`src/sv/lsb_stego_extractor_assert.svh`:
```
// Assertion macros shared by the LSB steganography extractor.
// Each macro expects signals named clk and rst_n in the scope where it is used.
`ifndef LSB_STEGO_EXTRACTOR_ASSERT_SVH
`define LSB_STEGO_EXTRACTOR_ASSERT_SVH

`define LSBSE_ASSERT_SAME(label, ante, cons) \
  label: assert property (@(posedge clk) disable iff (!rst_n) (ante) |-> (cons)) \
    else $error("lsb_stego_extractor: same-cycle check failed");

`define LSBSE_ASSERT_NEXT(label, ante, cons) \
  label: assert property (@(posedge clk) disable iff (!rst_n) (ante) |=> (cons)) \
    else $error("lsb_stego_extractor: next-cycle check failed");

`endif

```
`src/sv/lsbse_pkg.sv`:
```
// Package for the LSB steganography extractor: item types, status codes,
// phase codes, register indexes and register reset values. No dependencies.
`timescale 1ns / 1ps

package lsbse_pkg;

  localparam int MARKER_W = 40;
  localparam int MARKER_EXT_W = 64;
  localparam int SKIP_W = 10;
  localparam int MAXLEN_W = 8;
  localparam int COUNT_W = 9;
  localparam int CFG_IDX_W = 2;
  localparam int CFG_DATA_W = 40;

  localparam logic [CFG_IDX_W-1:0] CFG_SKIP_PIXELS = 2'd0;
  localparam logic [CFG_IDX_W-1:0] CFG_START_MARKER = 2'd1;
  localparam logic [CFG_IDX_W-1:0] CFG_END_MARKER = 2'd2;
  localparam logic [CFG_IDX_W-1:0] CFG_MAX_LENGTH = 2'd3;

  localparam logic [SKIP_W-1:0] SKIP_RESET = 10'd39;
  localparam logic [MARKER_W-1:0] START_RESET = 40'd336337256770;
  localparam logic [MARKER_W-1:0] END_RESET = 40'd340716507718;
  localparam logic [MAXLEN_W-1:0] MAXLEN_RESET = 8'd140;

  localparam logic [2:0] ST_CHAR = 3'd0;
  localparam logic [2:0] ST_END = 3'd1;
  localparam logic [2:0] ST_NO_START = 3'd2;
  localparam logic [2:0] ST_NO_END = 3'd3;
  localparam logic [2:0] ST_TOO_LONG = 3'd4;

  localparam logic [1:0] PH_HEADER = 2'd0;
  localparam logic [1:0] PH_MESSAGE = 2'd1;
  localparam logic [1:0] PH_DONE = 2'd2;

  typedef struct packed {
    logic [7:0] blue_byte;
    logic       first_pixel;
    logic       last_pixel;
  } item_t;

  typedef struct packed {
    logic       valid;
    logic [7:0] character;
    logic [2:0] status;
  } result_t;

endpackage

```
`src/sv/lsbse_in_reg.sv`:
```
// Input register of the LSB steganography extractor.
// Holds one accepted item until the core consumes it. Uses lsbse_pkg.
`timescale 1ns / 1ps

module lsbse_in_reg (
  input  logic                clk,
  input  logic                rst_n,
  input  logic                in_valid,
  output logic                in_stall,
  input  lsbse_pkg::item_t    in_item,
  input  logic                advance,
  output logic                item_valid,
  output lsbse_pkg::item_t    item
);
  import lsbse_pkg::*;

  logic  valid_r;
  logic  valid_nxt;
  item_t item_r;
  logic  accept;

  assign in_stall = valid_r && !advance;
  assign accept = in_valid && !in_stall;

  always_comb begin
    valid_nxt = valid_r;
    if (accept) begin
      valid_nxt = 1'b1;
    end else if (advance) begin
      valid_nxt = 1'b0;
    end
  end

  always_ff @(posedge clk) begin
    if (!rst_n) begin
      valid_r <= 1'b0;
    end else begin
      valid_r <= valid_nxt;
    end
  end

  always_ff @(posedge clk) begin
    if (accept) begin
      item_r <= in_item;
    end
  end

  assign item_valid = valid_r;
  assign item = item_r;

endmodule

```
`src/sv/lsbse_core.sv`:
```
// Extraction core: configuration registers, bit assembly, header check,
// end-marker delay window and status decisions. Uses lsbse_pkg.
`timescale 1ns / 1ps

module lsbse_core #(
  parameter int MARKER_BYTES = 5
) (
  input  logic                                clk,
  input  logic                                rst_n,
  input  logic                                cfg_we,
  input  logic [lsbse_pkg::CFG_IDX_W-1:0]     cfg_index,
  input  logic [lsbse_pkg::CFG_DATA_W-1:0]    cfg_wdata,
  input  lsbse_pkg::item_t                    item,
  input  logic                                advance,
  output lsbse_pkg::result_t                  result
);
  import lsbse_pkg::*;

  localparam int WIN_DEPTH = (MARKER_BYTES > 1) ? MARKER_BYTES - 1 : 1;
  localparam logic [COUNT_W-1:0] MB_N = COUNT_W'(MARKER_BYTES);
  localparam logic [COUNT_W-1:0] MB_LESS1_N = COUNT_W'(MARKER_BYTES - 1);

  logic [SKIP_W-1:0]   skip_r;
  logic [MARKER_W-1:0] start_r;
  logic [MARKER_W-1:0] end_r;
  logic [MAXLEN_W-1:0] maxlen_r;

  logic [SKIP_W-1:0]  pc_r, pc_nxt, pc_eff;
  logic [2:0]         bp_r, bp_nxt, bp_eff;
  logic [7:0]         asm_r, asm_nxt, asm_eff;
  logic [COUNT_W-1:0] bc_r, bc_nxt, bc_eff;
  logic [1:0]         ph_r, ph_nxt, ph_eff;
  logic               bad_r, bad_nxt, bad_eff;
  logic [7:0]         win_r [WIN_DEPTH];
  logic [7:0]         win_nxt [WIN_DEPTH];
  logic [7:0]         win_eff [WIN_DEPTH];

  logic [MARKER_EXT_W-1:0] start_ext;
  logic [MARKER_EXT_W-1:0] end_ext;
  logic [7:0]              asm_new;
  logic [COUNT_W-1:0]      bc_inc;
  logic [COUNT_W-1:0]      excess;
  logic                    bad_new;
  logic                    match;
  logic [7:0]              leaving;

  assign start_ext = {{(MARKER_EXT_W - MARKER_W){1'b0}}, start_r};
  assign end_ext = {{(MARKER_EXT_W - MARKER_W){1'b0}}, end_r};

  always_ff @(posedge clk) begin
    if (!rst_n) begin
      skip_r <= SKIP_RESET;
      start_r <= START_RESET;
      end_r <= END_RESET;
      maxlen_r <= MAXLEN_RESET;
    end else if (cfg_we) begin
      case (cfg_index)
        CFG_SKIP_PIXELS: skip_r <= cfg_wdata[SKIP_W-1:0];
        CFG_START_MARKER: start_r <= cfg_wdata[MARKER_W-1:0];
        CFG_END_MARKER: end_r <= cfg_wdata[MARKER_W-1:0];
        CFG_MAX_LENGTH: maxlen_r <= cfg_wdata[MAXLEN_W-1:0];
        default: ;
      endcase
    end
  end

  always_comb begin
    pc_eff = item.first_pixel ? '0 : pc_r;
    bp_eff = item.first_pixel ? '0 : bp_r;
    asm_eff = item.first_pixel ? '0 : asm_r;
    bc_eff = item.first_pixel ? '0 : bc_r;
    ph_eff = item.first_pixel ? PH_HEADER : ph_r;
    bad_eff = item.first_pixel ? 1'b0 : bad_r;
    for (int i = 0; i < WIN_DEPTH; i++) begin
      win_eff[i] = item.first_pixel ? 8'd0 : win_r[i];
    end
  end

  always_comb begin
    pc_nxt = pc_eff;
    bp_nxt = bp_eff;
    asm_nxt = asm_eff;
    bc_nxt = bc_eff;
    ph_nxt = ph_eff;
    bad_nxt = bad_eff;
    for (int i = 0; i < WIN_DEPTH; i++) begin
      win_nxt[i] = win_eff[i];
    end
    asm_new = asm_eff;
    asm_new[bp_eff] = item.blue_byte[0];
    bc_inc = bc_eff + 1'b1;
    excess = bc_inc - MB_N;
    bad_new = bad_eff | (asm_new != start_ext[{bc_eff[2:0], 3'b000} +: 8]);
    match = (asm_new == end_ext[8*(MARKER_BYTES-1) +: 8]);
    for (int i = 0; i < MARKER_BYTES - 1; i++) begin
      if (win_eff[i] != end_ext[8*i +: 8]) begin
        match = 1'b0;
      end
    end
    leaving = (MARKER_BYTES > 1) ? win_eff[0] : asm_new;
    result.valid = 1'b0;
    result.character = 8'd0;
    result.status = ST_CHAR;

    if (ph_eff != PH_DONE) begin
      if (ph_eff == PH_HEADER && pc_eff < skip_r) begin
        pc_nxt = pc_eff + 1'b1;
      end else begin
        asm_nxt = asm_new;
        if (bp_eff == 3'd7) begin
          bp_nxt = 3'd0;
          if (ph_eff == PH_HEADER) begin
            bad_nxt = bad_new;
            if (bc_inc >= MB_N) begin
              bc_nxt = '0;
              if (bad_new) begin
                ph_nxt = PH_DONE;
                result.valid = 1'b1;
                result.status = ST_NO_START;
              end else begin
                ph_nxt = PH_MESSAGE;
              end
            end else begin
              bc_nxt = bc_inc;
            end
          end else begin
            bc_nxt = bc_inc;
            if (bc_inc >= MB_N && match) begin
              ph_nxt = PH_DONE;
              result.valid = 1'b1;
              result.status = (excess > {1'b0, maxlen_r}) ? ST_TOO_LONG : ST_END;
            end else if (bc_inc >= MB_N && (bc_inc - MB_LESS1_N) > {1'b0, maxlen_r}) begin
              ph_nxt = PH_DONE;
              result.valid = 1'b1;
              result.status = ST_TOO_LONG;
            end else begin
              if (bc_inc >= MB_N) begin
                result.valid = 1'b1;
                result.status = ST_CHAR;
                result.character = leaving;
              end
              for (int i = 0; i < WIN_DEPTH - 1; i++) begin
                win_nxt[i] = win_eff[i+1];
              end
              if (MARKER_BYTES > 1) begin
                win_nxt[WIN_DEPTH-1] = asm_new;
              end
            end
          end
        end else begin
          bp_nxt = bp_eff + 1'b1;
        end
      end

      if (item.last_pixel && ph_nxt != PH_DONE) begin
        result.valid = 1'b1;
        result.character = 8'd0;
        result.status = (ph_nxt == PH_HEADER) ? ST_NO_START : ST_NO_END;
        ph_nxt = PH_DONE;
      end
    end
  end

  always_ff @(posedge clk) begin
    if (!rst_n) begin
      pc_r <= '0;
      bp_r <= '0;
      asm_r <= '0;
      bc_r <= '0;
      ph_r <= PH_HEADER;
      bad_r <= 1'b0;
      for (int i = 0; i < WIN_DEPTH; i++) begin
        win_r[i] <= 8'd0;
      end
    end else if (advance) begin
      pc_r <= pc_nxt;
      bp_r <= bp_nxt;
      asm_r <= asm_nxt;
      bc_r <= bc_nxt;
      ph_r <= ph_nxt;
      bad_r <= bad_nxt;
      for (int i = 0; i < WIN_DEPTH; i++) begin
        win_r[i] <= win_nxt[i];
      end
    end
  end

endmodule

```
`src/sv/lsbse_out_reg.sv`:
```
// Result register of the LSB steganography extractor.
// Holds one result until the receiver takes it. Uses lsbse_pkg.
`timescale 1ns / 1ps

module lsbse_out_reg (
  input  logic                 clk,
  input  logic                 rst_n,
  input  logic                 advance,
  input  lsbse_pkg::result_t   result,
  output logic                 ready,
  output logic                 out_valid,
  input  logic                 out_stall,
  output logic [7:0]           out_character,
  output logic [2:0]           out_status
);
  import lsbse_pkg::*;

  logic       valid_r;
  logic       valid_nxt;
  logic [7:0] char_r;
  logic [2:0] status_r;
  logic       load;

  assign ready = !valid_r || !out_stall;
  assign load = advance && result.valid;

  always_comb begin
    valid_nxt = valid_r;
    if (load) begin
      valid_nxt = 1'b1;
    end else if (!out_stall) begin
      valid_nxt = 1'b0;
    end
  end

  always_ff @(posedge clk) begin
    if (!rst_n) begin
      valid_r <= 1'b0;
    end else begin
      valid_r <= valid_nxt;
    end
  end

  always_ff @(posedge clk) begin
    if (load) begin
      char_r <= result.character;
      status_r <= result.status;
    end
  end

  assign out_valid = valid_r;
  assign out_character = char_r;
  assign out_status = status_r;

endmodule

```
`src/sv/lsb_stego_extractor.sv`:
```
// Recovers a text message hidden in the blue LSBs of a pixel stream. One pixel
// item is taken every clock unless input stalls; a pixel is held in the input
// register and its result in the result register. Input stalls only while a
// finished result waits in the result register and the receiver stalls it.
`timescale 1ns / 1ps

module lsb_stego_extractor #(
  parameter int MARKER_BYTES = 5
) (
  input  logic                             clk,
  input  logic                             rst_n,
  input  logic                             cfg_we,
  input  logic [lsbse_pkg::CFG_IDX_W-1:0]  cfg_index,
  input  logic [lsbse_pkg::CFG_DATA_W-1:0] cfg_wdata,
  input  logic                             in_valid,
  output logic                             in_stall,
  input  logic [7:0]                       in_blue_byte,
  input  logic                             in_first_pixel,
  input  logic                             in_last_pixel,
  output logic                             out_valid,
  input  logic                             out_stall,
  output logic [7:0]                       out_character,
  output logic [2:0]                       out_status
);
  import lsbse_pkg::*;

  `include "lsb_stego_extractor_assert.svh"

  item_t   in_item;
  item_t   item;
  logic    item_valid;
  logic    ready;
  logic    advance;
  result_t result;

  assign in_item.blue_byte = in_blue_byte;
  assign in_item.first_pixel = in_first_pixel;
  assign in_item.last_pixel = in_last_pixel;
  assign advance = item_valid && ready;

  lsbse_in_reg u_in_reg (
    .clk        (clk),
    .rst_n      (rst_n),
    .in_valid   (in_valid),
    .in_stall   (in_stall),
    .in_item    (in_item),
    .advance    (advance),
    .item_valid (item_valid),
    .item       (item)
  );

  lsbse_core #(
    .MARKER_BYTES (MARKER_BYTES)
  ) u_core (
    .clk       (clk),
    .rst_n     (rst_n),
    .cfg_we    (cfg_we),
    .cfg_index (cfg_index),
    .cfg_wdata (cfg_wdata),
    .item      (item),
    .advance   (advance),
    .result    (result)
  );

  lsbse_out_reg u_out_reg (
    .clk           (clk),
    .rst_n         (rst_n),
    .advance       (advance),
    .result        (result),
    .ready         (ready),
    .out_valid     (out_valid),
    .out_stall     (out_stall),
    .out_character (out_character),
    .out_status    (out_status)
  );

  `LSBSE_ASSERT_SAME(a_stall_only_when_blocked, in_stall, out_valid && out_stall)
  `LSBSE_ASSERT_SAME(a_status_clears_char, out_valid && out_status != ST_CHAR,
                     out_character == 8'd0)
  `LSBSE_ASSERT_NEXT(a_accept_fills_input, in_valid && !in_stall, item_valid)

endmodule
```
`config.mk`:
```
export PLATFORM = sky130hd
export DESIGN_NAME = lsb_stego_extractor
export DESIGN_NICKNAME = d
export VERILOG_FILES = /design/src/sv/lsbse_pkg.sv /design/src/sv/lsbse_in_reg.sv /design/src/sv/lsbse_core.sv /design/src/sv/lsbse_out_reg.sv /design/src/sv/lsb_stego_extractor.sv
export VERILOG_INCLUDE_DIRS = /design/src /design/src/sv
export SDC_FILE = /design/constraint.sdc
export NUM_CORES = 1
export LEC_CHECK = 0
export BUFFER_PORTS_ARGS = -buffer_cell sky130_fd_sc_hd__buf_2
export CAP_MARGIN = 20
export CORE_AREA = 2 2 157 159
export CTS_CLUSTER_SIZE = 24
export DETAILED_ROUTE_END_ITERATION = 8
export DIE_AREA = 0 0 159 161
export PLACE_DENSITY_LB_ADDON = 0.2
export RECOVER_POWER = 50
export REMOVE_ABC_BUFFERS = 1
export SYNTH_ARGS = -nofsm -noshare
export SYNTH_HDL_FRONTEND = slang
export SYNTH_SLANG_ARGS = --single-unit
```
`constraint.sdc`:
```
create_clock -name clk -period 6.3 [get_ports clk]
set_input_delay 0.315 -clock clk [delete_from_list [all_inputs] [get_ports clk]]
set_output_delay 0.315 -clock clk [all_outputs]
set_load 0.01 [all_outputs]
```
# Word-level counts from Yosys, hierarchy flattened
# Memory sizes are Yosys's and may differ from the RTL's.
# Cells that the tools add are included.
dict set report classes {
  order_cmp 6
  add_sub_neg 5
  shift 1
  n_mux 81
  n_reduce_logical 23
  n_eq_ne 13
  n_bitwise 8
}
# cell count
set op_table {}
lappend op_table {{32-bit two-way mux} 6}
lappend op_table {{8-bit two-way mux} 14}
lappend op_table {{64-bit by 7-bit indexed part select with 8-bit output} 1}
lappend op_table {{12-bit two-way mux} 5}
lappend op_table {{9-bit two-way mux} 6}
lappend op_table {{8-bit != test} 5}
lappend op_table {{10-bit two-way mux} 3}
lappend op_table {{3-bit two-way mux} 9}
lappend op_table {{1-bit two-way mux} 24}
lappend op_table {{2-bit two-way mux} 12}
lappend op_table {{9-bit by 8-bit > comparator with 1-bit output} 2}
lappend op_table {{9-bit by 3-bit subtractor with 9-bit output, second input constant} 2}
lappend op_table {{10-bit by 1-bit adder with 10-bit output, second input constant} 1}
lappend op_table {{10-bit less-than comparator} 1}
lappend op_table {{9-bit by 1-bit adder with 9-bit output, second input constant} 1}
lappend op_table {{9-bit by 3-bit greater-or-equal comparator with 1-bit output, second input constant} 1}
lappend op_table {{1-bit logical AND} 9}
lappend op_table {{8-bit bitwise mux} 1}
lappend op_table {{8-bit == test} 1}
lappend op_table {{2-bit AND reduction} 4}
lappend op_table {{8-bit OR reduction} 1}
lappend op_table {{2-bit logical NOT} 3}
lappend op_table {{1-bit bitwise OR} 5}
lappend op_table {{2-bit == test, second input constant} 2}
lappend op_table {{other kinds (12)} 18}
dict set report totals {
  n_memories 1
  out_inout_bits 13
  mem_bits_rw 32
  elab_cells 155
  register_bits 147
  inputBits 57
}
# memory depth width read_ports rd_clocked_by_memory_dff wr line_no
set mem_list {}
lappend mem_list {u_core.win_r 4 8 4 0 4 lsbse_core.sv:34} ;# logic [7:0] win_r [WIN_DEPTH];

# Logic depth before layout (Yosys ltp)
dict set report depth {
  ltp_word 23
  ltp_mapped 24
  depth_no_buf 18
}

# Modules after synthesis
# A second synthesis with hierarchy kept.
dict set report hier_totals {
  hier_cells 1168
  hier_area_um2 10089.7
}
# module n_inst cells_per_inst area_per_inst_um2
set modules_own_cells {}
lappend modules_own_cells {lsbse_core 1 1137 9360.2}
lappend modules_own_cells {lsbse_out_reg 1 16 375.4}
lappend modules_own_cells {lsbse_in_reg 1 14 347.8}
lappend modules_own_cells {lsb_stego_extractor 1 1 6.3}

# Worst setup path before layout
# OpenSTA, ideal clock, no wires.
dict set report synth_timing {
  path_kind {register to register}
  from {reg u_in_reg.item_r (netlist bit u_in_reg.item[1])}
  to {reg u_out_reg.char_r[0], in the netlist u_out_reg.out_character[0], enable pin}
  t_arrival_ps 4557
  period_less_slack_ps 4940
  path_stages_with_launch 24
  slack_ps 1360
  path_buffers 6
  cell_sequence {edfxtp_1 buf_4 buf_4 buf_2 buf_2 clkbuf_1 clkbuf_1 nor2b_1 ha_1 and3_1 nand2_1 xor2_1 nor2_1 nor3_1 xnor2_1 ha_1 nand4_1 o22ai_1 a21oi_1 o2bb2ai_2 a21oi_2 o211a_1 o21ai_1 a21oi_1}
}
dict set report synth_via {
  elab_chain_len 22
  elab_cells_between_ends 60
  classes_between {add/sub: 2; order compare: 5; eq/ne: 9; shift: 1; mux: 35; bitwise: 1; reduce/logical: 7}
}
# item line_no
set synth_lines {}
lappend synth_lines {{from (decl)} lsbse_in_reg.sv:19} ;# item_t item_r;
lappend synth_lines {{from (signal assigned)} lsbse_in_reg.sv:44} ;# item_r <= in_item;
lappend synth_lines {{parallel branches: the longest is 20 deep, another holds 9-bit by 1-bit adder with 9-bit output} -}
lappend synth_lines {{12-bit two-way mux (*)} lsbse_core.sv:105} ;# if (ph_eff != PH_DONE) begin
lappend synth_lines {{1-bit logical AND (*)} lsbse_out_reg.sv:25} ;# assign load = advance && result.valid;
lappend synth_lines {{named net u_out_reg.load} lsbse_out_reg.sv:22} ;# logic load;
lappend synth_lines {{to (signal assigned)} lsbse_out_reg.sv:46} ;# char_r <= result.character;
lappend synth_lines {{to (decl)} lsbse_out_reg.sv:20} ;# logic [7:0] char_r;
# Mark *: on every way through the listed nets, which the timed path passes. The select of a mux whose other input is x is not followed.
# A chain may end at the register's enable or synchronous reset.

==> impl_results.md <==
* Status: complete, but fails checks
* Failing checks: capacitance limit, slew limit
* Aggregate negative setup slack at 0 ns
* GR Util met2 at 0.351
* Yosys warns at 0
* TritonRoute pass-1 iters at 5
* Die area at ~0.026 sq mm
* Slew @ Worst Pin at 3.02 ns
* DP HPWL at just under 20000 microns
* Clock buffer depth at 2
* Tmin final at 5.10 ns
* Drt via density at 5.47
* Worst Setup End Kind: register
* F_max at just under 0.2 GHz
* P per Cell Area at 228 mW/mm^2
* Ys async rst share at 0
* Final Skew at 0.0151 ns
* Post-CTS Hold Fix Bufs at 0
* Syn avg cell area at ~8.5 sq um
* Slew margin rel. at -1.02
* Synth-to-Final Area Change at 10.4%
* Syn Inst Count at 1203
* Worst setup path class: reg2reg
* Routed WL at 27900 microns
* Routability cong. at 0.842
* Nets at 1316
* CTS Sinks at approximately 180
* Peak VDD IR at between 0.1 and 0.15 mV
* All-layer global routing usage at 0.221
* Core ar. at around 0.024 sq mm
* HP Class: in2reg
* Critical path required time at 6.58 ns
* Seq/Total Area, Yosys at 0.397
* Global-route wire length before repair at 44900 microns
* DR vias at roughly 8600
* Post-synthesis cell area at 0.0102 sq mm
* Post-CTS resize count at 0
* RSZ-0062 raised after global routing: false
* Global route hottest layer: met2
* LEAKAGE at 4.33 nW
* M3 GR Usage at 0.0395
* EDFF count, synth at 46
* DRT iter0 DRCs at 600
* Final setup fails at 0
* Clock Latency Late Sink at 0.44 ns
* Vias in the first global route at 7966
* Initial antenna violation count at 0
* Cts bufs inserted at 17
* Max Fanout on Critical Path at 32
* Final Slew Violations at 289
* Post-CTS Setup Bufs at 0
* Chip width at about 160 microns
* Io pins at 70
* Root buf cell: clkbuf_16
* N_diodes at 0
* Number of max-cap violations at 6
* CTS tree: yes
* M1 GR Usage at 0.316
* I/O Buffers at 62
* FF+latch count, synth at 179
* Worst path arrival time at 5.37 ns
* Total gr overflow at 0
* Pin count of the biggest net entering global routing at 72
* Antenna viol nets, final at 0
* Final Cycle Share at 0.809
* Layout cells sized above 1 at 0.108
* Top FF cell, synth: dfxtp_1
* Startpoint Class: register
* # DRC at 0
* Clock Pin Slew Worst Setup and Hold Paths at 0.08 ns
* Overall Power at approximately 2.6 mW
* Die Height at approximately 160 microns
* Drt wl/cell at 17.8 microns
* H-tree Lvls at 4
* Final hold vios at 0
* Row count at 57
* Initial Util at 0.425
* Synth cell types at 78
==> cell usage in the layout, fill, tap and decap left out, drive strengths merged, types with 12 or more instances in the layout <==
master / synthesis / layout
edfxtp: 46 / 46
nand4: 14 / 14
a21oi: 29 / 29
xnor2: 29 / 29
a22oi: 18 / 18
nor2b: 53 / 53
dfxtp: 133 / 133
o21ai: 58 / 58
buf: 24 / 59
nand3: 47 / 47
inv: 37 / 46
nor2: 87 / 87
a21boi: 65 / 65
xor2: 16 / 16
mux2i: 38 / 38
nand2b: 12 / 12
o22ai: 14 / 14
clkbuf: 50 / 39
ha: 32 / 32
nand2: 241 / 241
==> routing by layer <==
metal,share of wire,vias up,wire (microns)
li1,-,4264,-
met1,0.49,4050,13700
met3,0.050,23,1400
met5,0,-,0
met4,0.013,0,367
met2,0.45,214,12400
==> metrics by stage <==
step / utilization / hold slack, ns / instances / worst slack [ns] / instance area (sq um)
2_1_floorplan: - / 0.387 / 1129 / 0.451 / 9860
3_3_place_gp: 0.447 / 0.446 / 1530 / 1.27 / 10700
3_5_place_dp: 0.447 / 0.451 / 1530 / 1.23 / 10700
4_1_cts: 0.471 / 0.0445 / 1562 / 1.21 / 11300
5_1_grt: 0.470 / 0.0466 / 1564 / 0.779 / 11300
6_report: 0.470 / 0.0618 / 1564 / 1.20 / 11300
==> worst paths after layout <==
kind / start / endpoint / slack [ns] / cells after the start
max: u_in_reg.item[1] / u_core.win_r[3][6] / 1.20 / 17
min: in_last_pixel / u_in_reg.item[0] / 0.06 / 1
max reg2reg: u_in_reg.item[1] / u_core.win_r[3][6] / 1.20 / 17
min reg2reg: u_core.start_r[13] / u_core.start_r[13] / 0.46 / 2
==> area by class of cell <==
type / count / area, sq um
clock buffer: 19 / 443
clock inverter: 13 / 141
fill: 2445 / 12700
inverter: 39 / 149
multi-input combinational: 911 / 5660
sequential: 179 / 4040
tap: 324 / 405
timing repair buffer: 79 / 407
==> cells in the mapped netlist (all sizes together), types with 6 or more instances <==
master,number,share of area
ha,32,0.039
o211ai,10,0.0074
nand3,47,0.024
a22oi,18,0.013
nand2b,12,0.0074
xor2,16,0.014
xnor2,29,0.025
o22ai,14,0.0086
mux2,11,0.012
and3,9,0.0058
nor3,11,0.0054
edfxtp,46,0.14
buf,24,0.015
a21oi,29,0.016
mux2i,38,0.037
or2,6,0.0037
dfxtp,133,0.26
a31oi,11,0.0067
a32oi,10,0.0086
inv,37,0.014
or3b,9,0.0077
nor2,87,0.032
a21boi,65,0.048
nor4bb,8,0.0079
nor2b,53,0.033
nand2,241,0.089
nand4,14,0.0086
nand3b,6,0.0044
o21ai,58,0.032
clkbuf,50,0.018
and4,11,0.0094
==> critical path, stage by stage (launching register included) <==
cell	delay, ns
edfxtp_1	0.83
nand2b_1	0.49
inv_1	0.09
ha_1	0.32
xnor2_1	0.43
ha_1	0.30
nand3_1	0.10
xnor2_1	0.16
ha_1	0.32
nand4_1	0.09
o22ai_1	0.07
a21oi_1	0.18
o2bb2ai_2	0.21
a21oi_2	0.16
o21ai_4	0.20
buf_4	0.50
mux2_1	0.38
nor2_1	0.08
==> registers in the layout (all words and copies together), names as in the netlist, 2 cells and up <==
register                 flops
u_core.asm_r                 8
u_core.bc_r                  9
u_core.bp_r                  3
u_core.end_r                40
u_core.maxlen_r              8
u_core.pc_r                 10
u_core.ph_r                  2
u_core.skip_r               10
u_core.start_r              40
u_core.win_r                32
u_in_reg.item                3
u_out_reg.out_character      8
u_out_reg.out_status         3
==> logic make-up (layout without fill, tap and decap cells) <==
group	Yosys count	after routing	synth area share
AOI/OAI and AO/OA	241	241	0.167
xor gates and xnor gates	45	45	0.0387
adders and majority gates	32	32	0.0393
buffers and inverters	113	150	0.0479
DFF	179	179	0.397
muxes	49	49	0.0495
and+or+nand+nor	544	544	0.261
==> power breakdown <==
group / total [mW] / internal (mW) / switching [mW]
registers: 1.26 / 1.22 / 0.0425
clock network: 1.08 / 0.573 / 0.507
logic: 0.225 / 0.0880 / 0.137
Note: power is estimated with default switching activity, not from simulation.
